### config.mk
export PLATFORM = sky130hd
export DESIGN_NAME = dbl_div
export DESIGN_NICKNAME = d
export VERILOG_FILES = /design/src/design/dbl_pkg.sv /design/src/design/dbl_div.sv
export SDC_FILE = /design/constraint.sdc
export NUM_CORES = 2
export LEC_CHECK = 0
export ABC_AREA = 0
export BUFFER_PORTS_ARGS = -buffer_cell sky130_fd_sc_hd__buf_2
export CORE_MARGIN = 1.5
export CORE_UTILIZATION = 55
export DETAILED_ROUTE_END_ITERATION = 10
export GPL_TIMING_DRIVEN = 0
export HOLD_SLACK_MARGIN = 0.1
export PLACE_DENSITY = 0.78
export SLEW_MARGIN = 20
export SYNTH_ARGS = -nofsm -noshare
export SYNTH_HDL_FRONTEND = slang
export SYNTH_SLANG_ARGS = --single-unit
### constraint.sdc
create_clock -name clk -period 61.2 [get_ports clk]
set_input_delay 3.06 -clock clk [delete_from_list [all_inputs] [get_ports clk]]
set_output_delay 3.06 -clock clk [all_outputs]
set_load 0.02 [all_outputs]
### src/design/dbl_pkg.sv
`timescale 1ns / 1ps
package dbl_pkg;

	localparam int DEF_MAX_WIDTH  = 4096;
	localparam int DEF_MAX_HEIGHT = 4096;
	localparam int DEF_DEPTH_BITS = 24;

	localparam int QUO_BITS = 17;
	localparam logic [31:0] NEAR_RESET   = 32'd6554;
	localparam logic [31:0] FAR_RESET    = 32'd655360;
	localparam logic [12:0] WIDTH_RESET  = 13'd640;
	localparam logic [12:0] HEIGHT_RESET = 13'd480;

	typedef enum logic [1:0] {
		REG_NEAR   = 2'd0,
		REG_FAR    = 2'd1,
		REG_WIDTH  = 2'd2,
		REG_HEIGHT = 2'd3
	} reg_index_t;

	typedef struct packed {
		logic [23:0] depth_sample;
		logic [11:0] pixel_row;
		logic [11:0] pixel_col;
	} sample_t;

	typedef struct packed {
		logic [23:0] out_address;
		logic [15:0] distance_mm;
		logic        far_clipped;
		logic        range_saturated;
	} result_t;

	typedef struct packed {
		logic [23:0] addr;
		logic        clip;
		logic        sat;
		logic        far_zero;
	} side_t;

endpackage

### src/design/dbl_div.sv
`timescale 1ns / 1ps
module dbl_div #(
	parameter int DW = 56,
	parameter int QW = 17
) (
	input  logic                clk,
	input  logic                arst_n,
	input  logic                in_valid,
	output logic                in_stall,
	input  logic [DW+QW-1:0]    in_rem,
	input  logic [DW-1:0]       in_den,
	input  dbl_pkg::side_t      in_side,
	output logic                out_valid,
	input  logic                out_stall,
	output logic [QW-1:0]       out_q,
	output dbl_pkg::side_t      out_side
);
	import dbl_pkg::*;

	localparam int RW = DW + QW;

	logic [RW-1:0] rem_q  [0:QW];
	logic [DW-1:0] den_q  [0:QW];
	logic [QW-1:0] quo_q  [0:QW];
	side_t         side_q [0:QW];
	logic [QW:0]   vld_q;
	logic [QW:0]   en;

	always_comb begin
		rem_q[0]  = in_rem;
		den_q[0]  = in_den;
		quo_q[0]  = '0;
		side_q[0] = in_side;
		vld_q[0]  = in_valid;
	end

	always_comb begin
		en[0] = 1'b0;
		en[QW] = !vld_q[QW] || !out_stall;
		for (int k = QW - 1; k >= 1; k--) begin
			en[k] = !vld_q[k] || en[k+1];
		end
	end

	assign in_stall = !en[1];

	for (genvar k = 0; k < QW; k++) begin : g_stage
		localparam int BIT = QW - 1 - k;
		logic [RW-1:0] dsh;
		logic          ge;
		assign dsh = RW'(den_q[k]) << BIT;
		assign ge  = rem_q[k] >= dsh;

		always_ff @(posedge clk or negedge arst_n) begin
			if (!arst_n) begin
				vld_q[k+1] <= 1'b0;
			end else if (en[k+1]) begin
				vld_q[k+1] <= vld_q[k];
			end
		end

		always_ff @(posedge clk) begin
			if (en[k+1]) begin
				rem_q[k+1]  <= ge ? rem_q[k] - dsh : rem_q[k];
				den_q[k+1]  <= den_q[k];
				side_q[k+1] <= side_q[k];
				quo_q[k+1]  <= quo_q[k] | (ge ? (QW'(1) << BIT) : '0);
			end
		end
	end

	assign out_valid = vld_q[QW];
	assign out_q     = quo_q[QW];
	assign out_side  = side_q[QW];

	a_rem_below_den: assert property (@(posedge clk) disable iff (!arst_n)
		vld_q[QW] && !side_q[QW].sat && !side_q[QW].clip && !side_q[QW].far_zero
		|-> rem_q[QW] < RW'(den_q[QW]))
		else $error("remainder not below divisor");

	a_hold: assert property (@(posedge clk) disable iff (!arst_n)
		vld_q[QW] && out_stall |=> vld_q[QW] && $stable(quo_q[QW]))
		else $error("stalled quotient changed");

	a_in_stall: assert property (@(posedge clk) disable iff (!arst_n)
		in_stall |-> vld_q[1])
		else $error("stall with empty first stage");

endmodule

==> key figures <==
Power
  • Logic gate share of total power: around 47%
  • Seq pwr share: 34.4%
  • Int Pwr: about 5500 uW
  • Clock share of power: a little under a fifth
  • P per Cell Area: around 55 nW/um2
  • Net Switching: about 3700 uW
  • Leak: around 0.07 uW
  • Pwr Total: 9210 uW
  • Max rail drop VDD: 0.0338 mV
  • Net Sw Frac: between 40% and 50%

Job
  • Max Cap Viol: 0

Finish
  • Final cell count without fillers: around 19,000
  • Share of layout cells above drive strength 1: under 10%
  • Final #Nets: 15,900
  • Commonest cells after routing, fill and taps aside: edfxtp_1, a21oi_1, inv_1, nand2_1, nor2_1
  • Commonest non-fill, non-tap cell in the layout: edfxtp_1
  • Fill cell count: roughly 22,000
  • Syn-to-layout area delta: 11.0%

Die
  • I/O Pins: roughly 210
  • Initial Util: a little under three fifths
  • Std-Cell Rows: approximately 190
  • Chip Height: about 530 um
  • Core area: around 270,000 um2
  • DIE AREA: around 280,000 um2
  • Die width: between 500 and 600 um

Logic synthesis
  • Synthesized Nets: ~15,000
  • Synth warn: 0
  • Library cells used by synthesis: about 100
  • Biggest area consumer among synthesized cells: edfxtp_1
  • Synthesized netlist cell count: around 14,000
  • Average cell area after synthesis: roughly 11 um2
  • Async SR Flop Fraction: less than 1%
  • EDFF count, synth: roughly 2,700
  • Post-synth top area share: 52.9%
  • Synth top area cells: edfxtp_1, ha_1, a21oi_1
  • Mapped Area: about 150,000 um2
  • Register area share after synthesis: a little over half
  • Main synth FF type: edfxtp_1
  • FF+latch count, synth: between 2,000 and 3,000

Routing
  • Final wirelength: about 440,000 um
  • Residual DRC: 0
  • Final ANT Viol Nets: 0
  • DR vias: between 100k and 150k
  • Via density: just under 6
  • Detailed Routing Iterations Pass 1: 7
  • 1st-iter DRT viols: around 8,000
  • WL/cell: 23.3 um

Clock network
  • Post-CTS Resized: 0
  • Cts bufs inserted: 291
  • Root buffer cell: clkbuf_16
  • H-tree depth: 5
  • Reg clk slew, reported paths: around 0.060 ns
  • CTS Sinks: 2,693
  • CTS tree: yes
  • Clock Latency Late Sink: about 0.92 ns
  • Max Buffers Root-to-Sink: 4
  • Hold bufs inserted after CTS: 0
  • Setup bufs post-CTS: 0

STA
  • WHS: 0.401 ns
  • Pin slew with the least headroom to its limit: 1.33 ns
  • Relative slew slack: a little under an eighth
  • RSZ-0062 raised after global routing: no
  • Max frequency: approximately 75 MHz
  • PnR worst setup slack: 47.94 ns
  • Final Cycle Share: a little over a fifth
  • Slew Limit Fails: 0
  • Final Setup Violations: 0
  • Fin crit period: approximately 13 ns
  • Setup TNS Final: 0 ns
  • Worst clock skew: 0.0512 ns
  • Hold Violations, Final: 0

Global route
  • Vias in the first global route: about 110k
  • Pin count of the biggest net entering global routing: roughly 100
  • All-Layer GR Usage: a little under a third
  • Initial antenna violation count: 14
  • Grt ovf: 0
  • First-pass GRT wire length: between 600,000 and 700,000 um

Setup path
  • Worst EP required: 58.14 ns
  • Crit start category: input pin
  • Arr. time, crit path: 10.20 ns
  • Kind of end point of the critical path: primary output
  • Critical Path Fanout Max: slightly above 80
  • Kind of critical path: in2out

Placement
  • Pre-CTS WS: between 40 and 50 ns
  • Post-DP HPWL: 347,000 um
  • Final Wtd Congestion: 1.02
  • Inst Count DP: between 15,000 and 20,000
  • Port bufs: approximately 210

Status
  • Status: completed

Min path
  • Worst hold path type: reg2reg
sequential cells by signal, summed over array words and instances (netlist names):
signal     count
vld_q         16
out_q         17
side_q       432
rem_q       1168
out_valid      1
out_side      27
quo_q        136
den_q        896
worst paths after layout:
path | from | endpoint | slack (ns) | cells after the start
worst min-delay path | side_q[178] | side_q[151] | 0.40 | 0
max in group asynchronous | arst_n | vld_q[9] | 58.76 | 1
worst max-delay path | out_stall | in_stall | 47.94 | 22
worst min register to register | side_q[178] | side_q[151] | 0.40 | 0
min in group asynchronous | arst_n | vld_q[11] | 2.11 | 1
worst max register to register | out_valid | side_q[432] | 53.36 | 21
synthesized netlist by cell type (all sizes together) (184+ instances only):
cell    count
edfxtp   2676
a21oi    1490
inv      1222
nand2    1085
nor2     1011
ha        952
o21ai     886
a21o      594
xnor2     535
clkbuf    483
xor2      418
nand4     284
nand3     231
nor3      184
through the flow:
| step | instance area [um2] | utilization [%] |
|---|---|---|
| after floorplan | 152000 | - |
| after global placement | 158000 | 57.5 |
| after detailed placement | 159000 | 58.1 |
| after CTS | 168000 | 61.5 |
| after global routing | 169000 | 61.5 |
| final | 169000 | 61.5 |
worst max-delay path, cell delays in order:
cell,delay (ns)
buf_2,0.11
and3_1,0.41
inv_8,0.24
nor2_1,0.49
and2_1,0.50
nand4_1,0.61
nor2_1,0.87
nand4_1,0.33
nor2_1,0.69
nand4_1,0.73
buf_6,0.40
buf_8,0.16
buf_6,0.16
buf_6,0.16
buf_6,0.16
buf_6,0.16
buf_6,0.17
buf_6,0.16
buf_6,0.16
buf_6,0.17
inv_1,0.05
buf_2,0.15
power groups by stage:
stage          registers (uW)  logic [uW]  clock network [uW]
2_1_floorplan            3060        3190                   0
6_report                 3170        4320                1710
5_1_grt                  3220        4760                1810
3_5_place_dp             3190        4250                   0
3_3_place_gp             3210        4220                   0
4_1_cts                  3170        4280                1740
cell type report:
| cell class | count | area (um2) | share of cell area (%) |
|---|---|---|---|
| Antenna cell | 29 | 72.6 | 0.0430 |
| Buffer | 616 | 2570 | 1.53 |
| Clock buffer | 350 | 7610 | 4.51 |
| Clock inverter | 164 | 1570 | 0.934 |
| Inverter | 1223 | 4630 | 2.75 |
| Multi-Input combinational cell | 9669 | 64300 | 38.1 |
| Sequential cell | 2693 | 80800 | 47.9 |
| Tap cell | 3686 | 4610 | 2.74 |
| Timing Repair Buffer | 300 | 2480 | 1.47 |
metal layers:
layer | vias to the layer above | share of wire, % | GRT usage, %
met5 | - | 0 | 0
met4 | 0 | 11 | 28.4
met3 | 1217 | 3.5 | 3.09
met2 | 3315 | 52 | 57.4
met1 | 51400 | 34 | 29.3
li1 | 53200 | - | -
logic make-up after synthesis:
group | after synthesis | synth area share [%]
muxes | 151 | 1.11
buffers and inverters | 1839 | 4.71
xor gates and xnor gates | 953 | 5.50
adders and majority gates | 968 | 8.05
AOI/OAI and AO/OA | 4009 | 16.2
and+or+nand+nor | 3588 | 11.2
DFF | 2693 | 53.2
Power figures use the tool's default switching activity.
